$ cat config.mk
export PLATFORM = sky130hd
export DESIGN_NAME = xorshift_ranged_value_generator
export DESIGN_NICKNAME = d
export VERILOG_FILES = /design/src/design/xrvg_pkg.sv /design/src/design/xorshift_ranged_value_generator.sv /design/src/design/xrvg_csr.sv /design/src/design/xrvg_unit.sv
export SDC_FILE = /design/constraint.sdc
export NUM_CORES = 1
export LEC_CHECK = 0
export BUFFER_PORTS_ARGS = -buffer_cell sky130_fd_sc_hd__buf_4
export CORE_AREA = 2 2 225 227
export DETAILED_ROUTE_END_ITERATION = 10
export DIE_AREA = 0 0 227 229
export PLACE_DENSITY = 0.71
export SETUP_SLACK_MARGIN = 0.3
export SYNTH_ARGS = -nofsm -noshare
export SYNTH_HDL_FRONTEND = slang
export SYNTH_SLANG_ARGS = --single-unit
export TNS_END_PERCENT = 10
$ cat constraint.sdc
create_clock -name clock -period 7.11 [get_ports clock]
set_clock_uncertainty 0.1 [all_clocks]
set_input_delay 0.711 -clock clock [delete_from_list [all_inputs] [get_ports clock]]
set_output_delay 0.711 -clock clock [all_outputs]
set_load 0.02 [all_outputs]
$ cat src/design/xrvg_pkg.sv
package xrvg_pkg;

   localparam logic [31:0] ZERO_SEED_SUBST = 32'h6d2b79f5;
   localparam int unsigned SHIFT_A = 13;
   localparam int unsigned SHIFT_B = 17;
   localparam int unsigned SHIFT_C = 5;
   localparam int unsigned TOP_BIT = 31;
   localparam int unsigned ITER_COUNT = 32;

   typedef enum logic [1:0] {
      KIND_BOOL  = 2'd0,
      KIND_INT   = 2'd1,
      KIND_FIXED = 2'd2,
      KIND_PAIR  = 2'd3
   } kind_type;

   typedef enum logic {
      OP_MOD = 1'b0,
      OP_MUL = 1'b1
   } op_type;

   typedef struct packed {
      logic   start;
      op_type op;
   } unit_cmd_type;

   typedef struct packed {
      logic busy;
      logic done;
   } unit_status_type;

   function automatic logic [31:0] xorshift_step(input logic [31:0] cur);
      logic [31:0] x;
      x = (cur == 32'd0) ? ZERO_SEED_SUBST : cur;
      x = x ^ (x << SHIFT_A);
      x = x ^ (x >> SHIFT_B);
      x = x ^ (x << SHIFT_C);
      return x;
   endfunction

   function automatic logic [31:0] load_seed(input logic [31:0] seed);
      return (seed == 32'd0) ? ZERO_SEED_SUBST : seed;
   endfunction

endpackage

$ cat src/design/xorshift_ranged_value_generator.sv
// Ranged random value generator around a 32-bit xorshift (13, 17, 5). Each request
// draws and maps the draw to a boolean (top bit), an integer in [lower, upper]
// (draw modulo the inclusive span) or a signed fixed-point value
// lower + ((upper - lower) * draw) >> 32; a pair kind produces x then y. An empty
// range (upper <= lower) returns lower without a draw, except for a boolean. One
// request is worked at a time. An integer or fixed-point value is worked out in
// the 32 steps of the shared add/subtract unit that does both the restoring
// remainder and the shift-add multiply. A finished result waits in an output
// register while the next request is accepted. The seed register at byte
// address 0 is loaded into the generator only by a request with restart set.
module xorshift_ranged_value_generator
   import xrvg_pkg::*;
(
   input  logic        clock,
   input  logic        reset,
   input  logic        req_tvalid,
   output logic        req_tready,
   input  logic [63:0] req_tdata,   // lower_bound, upper_bound
   input  logic [2:0]  req_tuser,   // req_type, restart
   output logic        rsp_tvalid,
   input  logic        rsp_tready,
   output logic [63:0] rsp_tdata,   // value_first, value_second
   input  logic        csr_psel,
   input  logic        csr_penable,
   input  logic        csr_pwrite,
   input  logic [2:0]  csr_paddr,
   input  logic [31:0] csr_pwdata,
   output logic [31:0] csr_prdata,
   output logic        csr_pready
);

   typedef enum logic [3:0] {
      S_IDLE = 4'b0001,
      S_DRAW = 4'b0010,
      S_WAIT = 4'b0100,
      S_OUT  = 4'b1000
   } state_type;

   state_type       state_ff, state_in;
   kind_type        kind_ff, kind_in;
   logic            slot_ff, slot_in;
   logic [31:0]     gen_ff, gen_in;
   logic            rsp_valid_ff, rsp_valid_in;
   logic [31:0]     lo_ff, lo_in;
   logic [31:0]     hi_ff, hi_in;
   logic [31:0]     first_ff, first_in;
   logic [31:0]     second_ff, second_in;
   logic [63:0]     rsp_data_ff, rsp_data_in;

   logic [31:0]     seed_value;
   logic [31:0]     gen_next;
   logic [31:0]     diff;
   logic            empty;
   logic            finish;
   logic [31:0]     val;
   logic            req_accept;
   logic            out_free;
   unit_cmd_type    unit_cmd;
   unit_status_type unit_status;
   logic [31:0]     unit_opa;
   logic [32:0]     unit_opb;
   logic [31:0]     unit_result;

   xrvg_csr u_csr (
      .clock       (clock),
      .reset       (reset),
      .csr_psel    (csr_psel),
      .csr_penable (csr_penable),
      .csr_pwrite  (csr_pwrite),
      .csr_paddr   (csr_paddr),
      .csr_pwdata  (csr_pwdata),
      .csr_prdata  (csr_prdata),
      .csr_pready  (csr_pready),
      .seed_value  (seed_value)
   );

   xrvg_unit u_unit (
      .clock  (clock),
      .reset  (reset),
      .cmd    (unit_cmd),
      .opa    (unit_opa),
      .opb    (unit_opb),
      .status (unit_status),
      .result (unit_result)
   );

   assign req_tready = (state_ff == S_IDLE);
   assign req_accept = req_tvalid && req_tready;
   assign out_free   = !rsp_valid_ff || rsp_tready;
   assign gen_next   = xorshift_step(gen_ff);
   assign diff       = hi_ff - lo_ff;
   assign empty      = ($signed(hi_ff) <= $signed(lo_ff));
   assign unit_opa   = gen_next;
   assign unit_opb   = (kind_ff == KIND_INT) ? ({1'b0, diff} + 33'd1) : {1'b0, diff};

   always_comb begin
      state_in     = state_ff;
      kind_in      = kind_ff;
      slot_in      = slot_ff;
      gen_in       = gen_ff;
      lo_in        = lo_ff;
      hi_in        = hi_ff;
      first_in     = first_ff;
      second_in    = second_ff;
      rsp_data_in  = rsp_data_ff;
      rsp_valid_in = rsp_valid_ff && !rsp_tready;
      unit_cmd.start = 1'b0;
      unit_cmd.op    = (kind_ff == KIND_INT) ? OP_MOD : OP_MUL;
      finish = 1'b0;
      val    = lo_ff;

      unique case (state_ff)
         S_IDLE: begin
            if (req_accept) begin
               kind_in   = kind_type'(req_tuser[1:0]);
               lo_in     = req_tdata[31:0];
               hi_in     = req_tdata[63:32];
               slot_in   = 1'b0;
               second_in = 32'd0;
               if (req_tuser[2]) begin
                  gen_in = load_seed(seed_value);
               end
               state_in = S_DRAW;
            end
         end
         S_DRAW: begin
            if (kind_ff == KIND_BOOL) begin
               gen_in = gen_next;
               val    = {31'd0, gen_next[TOP_BIT]};
               finish = 1'b1;
            end else if (empty) begin
               val    = lo_ff;
               finish = 1'b1;
            end else begin
               gen_in         = gen_next;
               unit_cmd.start = 1'b1;
               state_in       = S_WAIT;
            end
         end
         S_WAIT: begin
            if (unit_status.done) begin
               val    = lo_ff + unit_result;
               finish = 1'b1;
            end
         end
         S_OUT: begin
            if (out_free) begin
               rsp_data_in  = {second_ff, first_ff};
               rsp_valid_in = 1'b1;
               state_in     = S_IDLE;
            end
         end
         default: begin
            state_in = S_IDLE;
         end
      endcase

      if (finish) begin
         if (slot_ff) begin
            second_in = val;
         end else begin
            first_in = val;
         end
         if ((kind_ff == KIND_PAIR) && !slot_ff) begin
            slot_in  = 1'b1;
            state_in = S_DRAW;
         end else begin
            state_in = S_OUT;
         end
      end
   end

   always_ff @(posedge clock) begin
      if (reset) begin
         state_ff     <= S_IDLE;
         kind_ff      <= KIND_BOOL;
         slot_ff      <= 1'b0;
         gen_ff       <= ZERO_SEED_SUBST;
         rsp_valid_ff <= 1'b0;
      end else begin
         state_ff     <= state_in;
         kind_ff      <= kind_in;
         slot_ff      <= slot_in;
         gen_ff       <= gen_in;
         rsp_valid_ff <= rsp_valid_in;
      end
   end

   always_ff @(posedge clock) begin
      lo_ff       <= lo_in;
      hi_ff       <= hi_in;
      first_ff    <= first_in;
      second_ff   <= second_in;
      rsp_data_ff <= rsp_data_in;
   end

   assign rsp_tvalid = rsp_valid_ff;
   assign rsp_tdata  = rsp_data_ff;

   a_gen_nonzero: assert property (@(posedge clock) disable iff (reset)
      gen_ff != 32'd0)
      else $error("generator state is zero");

   a_unit_idle_when_ready: assert property (@(posedge clock) disable iff (reset)
      req_tready |-> !unit_status.busy)
      else $error("arithmetic unit busy while accepting a request");

   a_done_in_wait: assert property (@(posedge clock) disable iff (reset)
      unit_status.done |-> (state_ff == S_WAIT))
      else $error("arithmetic unit finished outside the wait state");

   a_start_from_draw: assert property (@(posedge clock) disable iff (reset)
      unit_cmd.start |-> (state_ff == S_DRAW) && !empty && (kind_ff != KIND_BOOL))
      else $error("arithmetic unit started for a value that needs no draw");

endmodule

$ cat src/design/xrvg_csr.sv
module xrvg_csr
   import xrvg_pkg::*;
(
   input  logic        clock,
   input  logic        reset,
   input  logic        csr_psel,
   input  logic        csr_penable,
   input  logic        csr_pwrite,
   input  logic [2:0]  csr_paddr,
   input  logic [31:0] csr_pwdata,
   output logic [31:0] csr_prdata,
   output logic        csr_pready,
   output logic [31:0] seed_value
);

   localparam logic REG_SEED = 1'b0;

   logic [31:0] seed_ff;
   logic [31:0] seed_in;
   logic        wr_en;

   assign csr_pready = 1'b1;
   assign wr_en = csr_psel && csr_penable && csr_pwrite && csr_pready;

   always_comb begin
      seed_in = seed_ff;
      if (wr_en && (csr_paddr[2] == REG_SEED)) begin
         seed_in = csr_pwdata;
      end
   end

   always_ff @(posedge clock) begin
      if (reset) begin
         seed_ff <= 32'd0;
      end else begin
         seed_ff <= seed_in;
      end
   end

   assign csr_prdata = (csr_paddr[2] == REG_SEED) ? seed_ff : 32'd0;
   assign seed_value = seed_ff;

endmodule

$ cat src/design/xrvg_unit.sv
module xrvg_unit
   import xrvg_pkg::*;
(
   input  logic            clock,
   input  logic            reset,
   input  unit_cmd_type    cmd,
   input  logic [31:0]     opa,
   input  logic [32:0]     opb,
   output unit_status_type status,
   output logic [31:0]     result
);

   logic        busy_ff, busy_in;
   logic        done_ff, done_in;
   op_type      op_ff, op_in;
   logic [4:0]  cnt_ff, cnt_in;
   logic [33:0] acc_ff, acc_in;
   logic [31:0] mq_ff, mq_in;
   logic [32:0] b_ff, b_in;

   logic        sub;
   logic [33:0] a_op;
   logic [33:0] b_op;
   logic [34:0] sum;
   logic [32:0] mul_s;

   // one shared adder: trial subtract for remainder, conditional add for product
   always_comb begin
      sub  = (op_ff == OP_MOD);
      a_op = sub ? {acc_ff[32:0], mq_ff[31]} : {2'b00, acc_ff[31:0]};
      b_op = {1'b0, b_ff};
      sum  = {1'b0, a_op} + {1'b0, (sub ? ~b_op : b_op)} + {34'd0, sub};
      mul_s = mq_ff[0] ? sum[32:0] : {1'b0, acc_ff[31:0]};
   end

   always_comb begin
      busy_in = busy_ff;
      done_in = 1'b0;
      op_in   = op_ff;
      cnt_in  = cnt_ff;
      acc_in  = acc_ff;
      mq_in   = mq_ff;
      b_in    = b_ff;
      if (cmd.start && !busy_ff) begin
         busy_in = 1'b1;
         op_in   = cmd.op;
         cnt_in  = 5'd0;
         acc_in  = 34'd0;
         mq_in   = opa;
         b_in    = opb;
      end else if (busy_ff) begin
         unique case (op_ff)
            OP_MOD: begin
               acc_in = sum[34] ? sum[33:0] : a_op;
               mq_in  = {mq_ff[30:0], 1'b0};
            end
            OP_MUL: begin
               acc_in = {2'b00, mul_s[32:1]};
               mq_in  = {mul_s[0], mq_ff[31:1]};
            end
            default: begin
               acc_in = acc_ff;
            end
         endcase
         cnt_in = cnt_ff + 5'd1;
         if (cnt_ff == 5'(ITER_COUNT - 1)) begin
            busy_in = 1'b0;
            done_in = 1'b1;
         end
      end
   end

   always_ff @(posedge clock) begin
      if (reset) begin
         busy_ff <= 1'b0;
         done_ff <= 1'b0;
         op_ff   <= OP_MOD;
         cnt_ff  <= 5'd0;
      end else begin
         busy_ff <= busy_in;
         done_ff <= done_in;
         op_ff   <= op_in;
         cnt_ff  <= cnt_in;
      end
   end

   always_ff @(posedge clock) begin
      acc_ff <= acc_in;
      mq_ff  <= mq_in;
      b_ff   <= b_in;
   end

   assign status.busy = busy_ff;
   assign status.done = done_ff;
   assign result      = acc_ff[31:0];

endmodule
==> Word level (Yosys, flattened, before mapping) <==
Index checks and enable logic that the tools add are counted.
{ "op_classes": {"n_mux": 49, "order_cmp": 1, "bitwise_logic": 8, "eq_ne": 15, "add_sub_neg": 6, "n_reduce_logical": 24} }
{ "op_table": {"columns": ["op", "n"], "rows": [
  ["two-way mux 32 bit", 16],
  ["case mux 32 bit (2 select lines)", 3],
  ["two-way mux 34 bit", 2],
  ["two-way mux 33 bit", 2],
  ["case mux 33 bit (2 select lines)", 1],
  ["logical NOT 32 bit", 2],
  ["XOR 32 bit", 2],
  ["adder 34 x 34 -> 35 bit", 1],
  ["adder 35 x 1 -> 35 bit", 1],
  ["NOT 33 -> 34 bit", 1],
  ["adder 32 x 1 -> 33 bit, second input constant", 1],
  ["adder 32 bit", 1],
  ["less-or-equal comparator 32 bit", 1],
  ["subtractor 32 bit", 1],
  ["XOR 32 x 15 -> 32 bit", 1],
  ["two-way mux 4 bit", 6],
  ["two-way mux 1 bit", 17],
  ["case mux 4 bit (4 select lines)", 1],
  ["!= test 3 bit, second input constant", 4],
  ["logical AND 1 bit", 7],
  ["AND reduction 2 bit", 3],
  ["adder 5 x 1 -> 5 bit, second input constant", 1],
  ["== test 5 bit, second input constant", 1],
  ["AND reduction 5 bit", 1],
  ["other kinds (18)", 26]
]} }
{ "word_totals": {"inputBits": 109, "word_cells": 122, "regBits": 370, "output_inout_bits": 99} }

==> Logic depth before layout (Yosys ltp) <==
{ "logic_depth": {"word_depth": 9, "depth_mapped": 20, "mapped_depth_nobuf": 14} }

==> Cells and area by module <==
A second synthesis with hierarchy kept.
{ "hier_totals": {"cells_unflattened": 2330, "hier_area_um2": 22824.4} }
{ "modules_own_cells": {"columns": ["mod", "cells_per_inst", "seq_area_each_um2", "area_per_inst_um2", "instances"], "rows": [
  ["xorshift_ranged_value_generator", 1350, 6246.0, 13551.7, 1],
  ["xrvg_unit", 803, 2772.7, 7576.0, 1],
  ["xrvg_csr", 177, 640.6, 1696.6, 1]
]} }

==> Least setup slack after synthesis <==
Ideal clock, no wire load.
{ "synth_timing": {"path_type": "flip-flop to flip-flop", "startpoint": "register lo_ff[0]", "endpoint": "register first_ff[0], enable pin", "required_ns": 6.585, "setup_ns": 0.425, "stages_incl_launch_ff": 14, "synth_period_minus_slack_ns": 4.764, "n_path_buf": 1, "arrival_ns": 4.240, "slack_ns": 2.346, "cell_sequence": "edfxtp_1 ha_1 inv_1 fa_1 a211oi_2 o21ai_2 nand3_1 a211oi_1 o21a_1 o211ai_1 a21oi_1 o21ai_0 clkbuf_1 nor2b_1"} }
{ "synth_via": {"elab_chain_len": 5} }
{ "synth_rtl": {"columns": ["item", "line_no", "text"], "rows": [
  ["start: declaration", "xorshift_ranged_value_generator.sv:44", "logic [31:0] lo_ff, lo_in;"],
  ["start signal: assignment", "xorshift_ranged_value_generator.sv:190", "lo_ff <= lo_in;"],
  ["less-or-equal comparator 32 bit", "xorshift_ranged_value_generator.sv:92", "assign empty = ($signed(hi_ff) <= $signed(lo_ff));"],
  ["two-way mux 1 bit", "xorshift_ranged_value_generator.sv:131", "end else if (empty) begin"],
  ["two-way mux 1 bit", "xorshift_ranged_value_generator.sv:127", "if (kind_ff == KIND_BOOL) begin"],
  ["case mux 1 bit (2 select lines)", "xorshift_ranged_value_generator.sv:112", "unique case (state_ff)"],
  ["AND reduction 2 bit (no line)", null, null],
  ["end signal: assignment", "xorshift_ranged_value_generator.sv:192", "first_ff <= first_in;"],
  ["end: declaration", "xorshift_ranged_value_generator.sv:46", "logic [31:0] first_ff, first_in;"]
]} }
Every way passes these cells.
A chain may end at the register's enable or synchronous reset.

==> Final worst setup path <==
{ "layout_timing": {"startpoint": "register lo_ff[4]", "endpoint": "register first_ff[3], enable pin"} }
The elaborated chain is that of the path after synthesis.

==> flow_summary.html <==
<table>
<tr><th>Metric</th><th>Value</th></tr>
<tr><th colspan="2">Run status</th></tr>
<tr><td>Status</td><td>complete, no violations</td></tr>
<tr><th colspan="2">Clocking</th></tr>
<tr><td>Buffer type at the clock tree root</td><td>sky130_fd_sc_hd__clkbuf_16</td></tr>
<tr><td>Total of cells resized after clock tree synthesis</td><td>0</td></tr>
<tr><td>Count of hold buffers inserted by post-cts repair</td><td>0</td></tr>
<tr><td>Longest Clk Path Bufs</td><td>3</td></tr>
<tr><td>Number of sinks driven by the clock tree</td><td>370</td></tr>
<tr><td>Setup fix buffers added after clock tree synthesis</td><td>0</td></tr>
<tr><td>Count of H-tree levels built during CTS</td><td>2</td></tr>
<tr><td>Clock slew seen by the registers of the worst setup and hold paths</td><td>about 60 ps</td></tr>
<tr><td>Clock buffer count from CTS</td><td>between 40 and 50</td></tr>
<tr><td>CTS tree</td><td>yes</td></tr>
<tr><td>Clock network latency to the later pin of the worst-skew pair</td><td>between 500 and 600 ps</td></tr>
<tr><th colspan="2">Yosys</th></tr>
<tr><td>Portion of the post-synthesis area used by sequential elements</td><td>43.8%</td></tr>
<tr><td>Library cells used by synthesis</td><td>97</td></tr>
<tr><td>Gate Count Post-Synth</td><td>2218</td></tr>
<tr><td>Post-synth ARST share</td><td>0%</td></tr>
<tr><td>Post-synthesis average cell area</td><td>between 9 and 10 um2</td></tr>
<tr><td>Seq cells post-synth</td><td>370</td></tr>
<tr><td>Prevailing post-synth register cell</td><td>sky130_fd_sc_hd__edfxtp_1</td></tr>
<tr><td>Syn Nets</td><td>2428</td></tr>
<tr><td>Number of warning messages in the yosys log</td><td>0</td></tr>
<tr><td>Number of synthesized flops with an enable pin</td><td>~230</td></tr>
<tr><td>Post-synthesis instance area</td><td>roughly 22000 um2</td></tr>
<tr><th colspan="2">GRT</th></tr>
<tr><td>Number of antenna violations at the first check in global routing</td><td>0</td></tr>
<tr><td>Total overflow reported by the global router</td><td>0</td></tr>
<tr><td>Largest net degree at the start of global routing</td><td>82</td></tr>
<tr><td>Via count of the first global-routing pass</td><td>16388</td></tr>
<tr><td>Overall Global Routing Usage</td><td>between 20% and 30%</td></tr>
<tr><td>Wire length of the first global-routing pass</td><td>91700 um</td></tr>
<tr><th colspan="2">Critical path</th></tr>
<tr><td>Start-to-end type of the worst setup path</td><td>reg2reg</td></tr>
<tr><td>CP Data Required Time</td><td>slightly above 7000 ps</td></tr>
<tr><td>Peak fanout along the critical path</td><td>30</td></tr>
<tr><td>Capturing element type of the critical path</td><td>flip-flop</td></tr>
<tr><td>CP bufs+invs</td><td>3</td></tr>
<tr><td>Maximum cell stage delay along the critical path</td><td>680 ps</td></tr>
<tr><td>Slowest cell on the critical path</td><td>sky130_fd_sc_hd__nor2b_2</td></tr>
<tr><td>Ordered list of cells on the worst path</td><td>inv_1 -&gt; ha_1 -&gt; o21ai_1 -&gt; o21ai_2 -&gt; nand3_1 -&gt; a211oi_1 -&gt; o21a_1 -&gt; or3_1 -&gt; a21oi_1 -&gt; o21ai_2 -&gt; buf_4 -&gt; nor2b_2 -&gt; buf_4</td></tr>
<tr><td>Data arrival time of the critical path</td><td>5160 ps</td></tr>
<tr><td>Startpoint kind of the worst setup timing path</td><td>flip-flop</td></tr>
<tr><td>Worst reg-to-reg setup slack</td><td>2100 ps</td></tr>
<tr><td>CP top delay family</td><td>compound AO/OA/AOI/OAI gates</td></tr>
<tr><th colspan="2">Route</th></tr>
<tr><td>Amount of wire on met3 after detailed routing</td><td>3910 um</td></tr>
<tr><td>Met1 Routed Length</td><td>about 29000 um</td></tr>
<tr><td>Via count of the routed design</td><td>17464</td></tr>
<tr><td>Number of antenna-violating nets in the routed design</td><td>0</td></tr>
<tr><td>Top layer reached by signal wires</td><td>met4</td></tr>
<tr><td>First-pass detailed-route iteration total</td><td>7</td></tr>
<tr><td>Residual DRC count</td><td>0</td></tr>
<tr><td>Mean routed wirelength per cell</td><td>slightly below 20 um</td></tr>
<tr><td>Detailed-routed wire length on met2</td><td>~26000 um</td></tr>
<tr><td>Final wirelength</td><td>60100 um</td></tr>
<tr><td>Starting DRC count in detailed routing</td><td>1325</td></tr>
<tr><td>Detail-routed via count per cell</td><td>5.71</td></tr>
<tr><th colspan="2">Final layout</th></tr>
<tr><td>Number of standard cells in the final layout excluding fillers</td><td>3060</td></tr>
<tr><td>Net count of the finished layout</td><td>2565</td></tr>
<tr><td>Share of the core filled with cells</td><td>51.3%</td></tr>
<tr><td>Register area</td><td>9660 um2</td></tr>
<tr><td>Antenna diodes</td><td>0</td></tr>
<tr><td>Multi-input gate area in the final layout</td><td>11700 um2</td></tr>
<tr><td>Most common library cell in the layout ignoring fill and taps</td><td>sky130_fd_sc_hd__nand2_1</td></tr>
<tr><td>Fraction of layout instances using a drive strength above 1</td><td>17.1%</td></tr>
<tr><td>Most frequent cells in the layout</td><td>sky130_fd_sc_hd__nand2_1, sky130_fd_sc_hd__edfxtp_1, sky130_fd_sc_hd__buf_4</td></tr>
<tr><td>Count of filler cells inserted in the layout</td><td>around 4500</td></tr>
<tr><td>Area delta synth-&gt;final</td><td>15.6%</td></tr>
<tr><th colspan="2">Pwr</th></tr>
<tr><td>Worst supply voltage drop on vdd</td><td>roughly 0.18 mV</td></tr>
<tr><td>Leakage component of the power</td><td>0.0101 uW</td></tr>
<tr><td>Pwr Density</td><td>253 nW/um2</td></tr>
<tr><th colspan="2">Floorplanning</th></tr>
<tr><td>Initial core utilization</td><td>between 40% and 50%</td></tr>
<tr><td>Num rows</td><td>82</td></tr>
<tr><td>Ports placed on the boundary</td><td>208</td></tr>
<tr><td>Core Box Area</td><td>about 50000 um2</td></tr>
<tr><td>Chip height</td><td>229 um</td></tr>
<tr><td>Area of the die</td><td>52000 um2</td></tr>
<tr><td>Chip Width</td><td>227 um</td></tr>
<tr><th colspan="2">Placed design</th></tr>
<tr><td>Final GP Congestion</td><td>0.924</td></tr>
<tr><td>Count of input and output buffers</td><td>approximately 200</td></tr>
<tr><td>Post-Place Cells</td><td>slightly below 3000</td></tr>
<tr><td>DP Wirelength</td><td>roughly 45000 um</td></tr>
<tr><th colspan="2">STA</th></tr>
<tr><td>RSZ-0062 raised after global routing</td><td>false</td></tr>
<tr><td>Fmax</td><td>200 MHz</td></tr>
<tr><td>Post-route fraction of the period consumed by the critical path</td><td>70.5%</td></tr>
<tr><td>Final sum of negative setup slack</td><td>0 ps</td></tr>
<tr><td>Finish-stage setup viols</td><td>0</td></tr>
<tr><td>Transition time at the pin with the least slew margin</td><td>1200 ps</td></tr>
<tr><td>Crit path time final</td><td>5010 ps</td></tr>
<tr><td>Number of hold-slack violations in the final timing report</td><td>0</td></tr>
<tr><td>Final count of pins violating max slew</td><td>0</td></tr>
<tr><td>Slew HR</td><td>18.2%</td></tr>
<tr><th colspan="2">Hold path</th></tr>
<tr><td>Hold crit path type</td><td>in2reg</td></tr>
<tr><th colspan="2">Run</th></tr>
<tr><td>Max-capacitance violation count</td><td>0</td></tr>
</table>
-- layer usage --
metal / up-vias / track usage, %
met5: - / 0
met4: 0 / 5.21
met3: 65 / 4.19
met2: 532 / 33.7
met1: 8400 / 33.4
li1: 8467 / -
-- synth_stat cells, types with 10 or more instances --
cell type | count | area share (%)
sky130_fd_sc_hd__a21o_1 | 59 | 2.0
sky130_fd_sc_hd__and2_1 | 11 | 0.31
sky130_fd_sc_hd__nor4_1 | 23 | 0.65
sky130_fd_sc_hd__a221oi_1 | 14 | 0.56
sky130_fd_sc_hd__nand2_1 | 233 | 4.0
sky130_fd_sc_hd__o21a_1 | 12 | 0.41
sky130_fd_sc_hd__mux2i_1 | 65 | 3.0
sky130_fd_sc_hd__nand3_1 | 33 | 0.75
sky130_fd_sc_hd__xnor2_1 | 161 | 6.4
sky130_fd_sc_hd__o211ai_1 | 13 | 0.44
sky130_fd_sc_hd__a21oi_1 | 150 | 3.4
sky130_fd_sc_hd__o21ai_0 | 101 | 2.3
sky130_fd_sc_hd__ha_1 | 98 | 5.6
sky130_fd_sc_hd__a31oi_1 | 13 | 0.37
sky130_fd_sc_hd__buf_1 | 10 | 0.17
sky130_fd_sc_hd__xor2_1 | 46 | 1.8
sky130_fd_sc_hd__a211o_1 | 27 | 1.1
sky130_fd_sc_hd__nor2b_1 | 61 | 1.7
sky130_fd_sc_hd__mux2_2 | 47 | 2.4
sky130_fd_sc_hd__nand3b_1 | 11 | 0.37
sky130_fd_sc_hd__a22o_1 | 31 | 1.2
sky130_fd_sc_hd__o22ai_1 | 11 | 0.31
sky130_fd_sc_hd__nand4_1 | 27 | 0.77
sky130_fd_sc_hd__a211oi_1 | 48 | 1.6
sky130_fd_sc_hd__and3_1 | 40 | 1.1
sky130_fd_sc_hd__inv_1 | 63 | 1.1
sky130_fd_sc_hd__nor3_1 | 28 | 0.64
sky130_fd_sc_hd__a31o_2 | 22 | 0.87
sky130_fd_sc_hd__nor2_1 | 107 | 1.8
sky130_fd_sc_hd__o21bai_1 | 13 | 0.44
sky130_fd_sc_hd__nand2b_1 | 14 | 0.40
sky130_fd_sc_hd__clkbuf_1 | 105 | 1.8
sky130_fd_sc_hd__edfxtp_1 | 225 | 31
sky130_fd_sc_hd__dfxtp_1 | 145 | 13
-- where the power goes --
group	leakage [uW]	internal, uW	switching, uW
combinational	0.00610	723	1040
clock	0.000672	1260	897
sequential	0.00330	2390	147
-- stage by stage --
stage | area [um2] | hold WS [ps] | setup slack (ps) | power [uW]
2_1_floorplan | 22000 | 300 | 2350 | 3830
3_3_place_gp | 24100 | 304 | 2210 | 4270
3_5_place_dp | 24100 | 305 | 2160 | 4300
4_1_cts | 25500 | 178 | 2120 | 6460
5_1_grt | 25500 | 177 | 1760 | 6750
6_report | 25500 | 197 | 2100 | 6460
-- worst paths after layout --
kind	startpoint	end	depth (start not counted)
setup / recovery	lo_ff[4]$_DFFE_PP_	first_ff[3]$_DFFE_PP_	13
hold / removal	req_tdata[44]	hi_ff[12]$_DFFE_PP_	1
setup reg to reg	lo_ff[4]$_DFFE_PP_	first_ff[3]$_DFFE_PP_	13
hold reg to reg	first_ff[2]$_DFFE_PP_	rsp_tdata[2]$_DFFE_PP_	0
-- logic make-up after synthesis --
| logic type | Yosys count | share of synthesized area (%) |
|---|---|---|
| and+or+nand+nor | 647 | 15.0 |
| AOI/OAI and AO/OA | 586 | 18.2 |
| DFF | 370 | 43.8 |
| xor gates and xnor gates | 208 | 8.30 |
| buffers and inverters | 193 | 3.48 |
| muxes | 112 | 5.35 |
| adders and majority gates | 101 | 5.84 |
| other | 1 | 0.0170 |
-- final cells by class --
type	count	share of cell area (%)
clock buffers	57	4.51
clock inverters	19	0.874
inverters	63	0.929
multi-input cells	1655	45.8
flip-flops and latches	370	37.9
well taps	672	3.30
repair buffers	224	6.60
-- state kept, by name, summed over array words and instances, names as in the netlist --
register          cells
u_unit.b_ff          33
rsp_tdata            64
hi_ff                32
first_ff             32
gen_ff               32
u_unit.cnt_ff         5
kind_ff               2
state_ff              4
u_unit.op_ff          1
second_ff            32
u_unit.acc_ff        33
u_unit.busy_ff        1
lo_ff                32
rsp_tvalid            1
slot_ff               1
u_unit.done_ff        1
u_unit.mq_ff         32
u_csr.seed_value     32
Power figures use the tool's default switching activity.
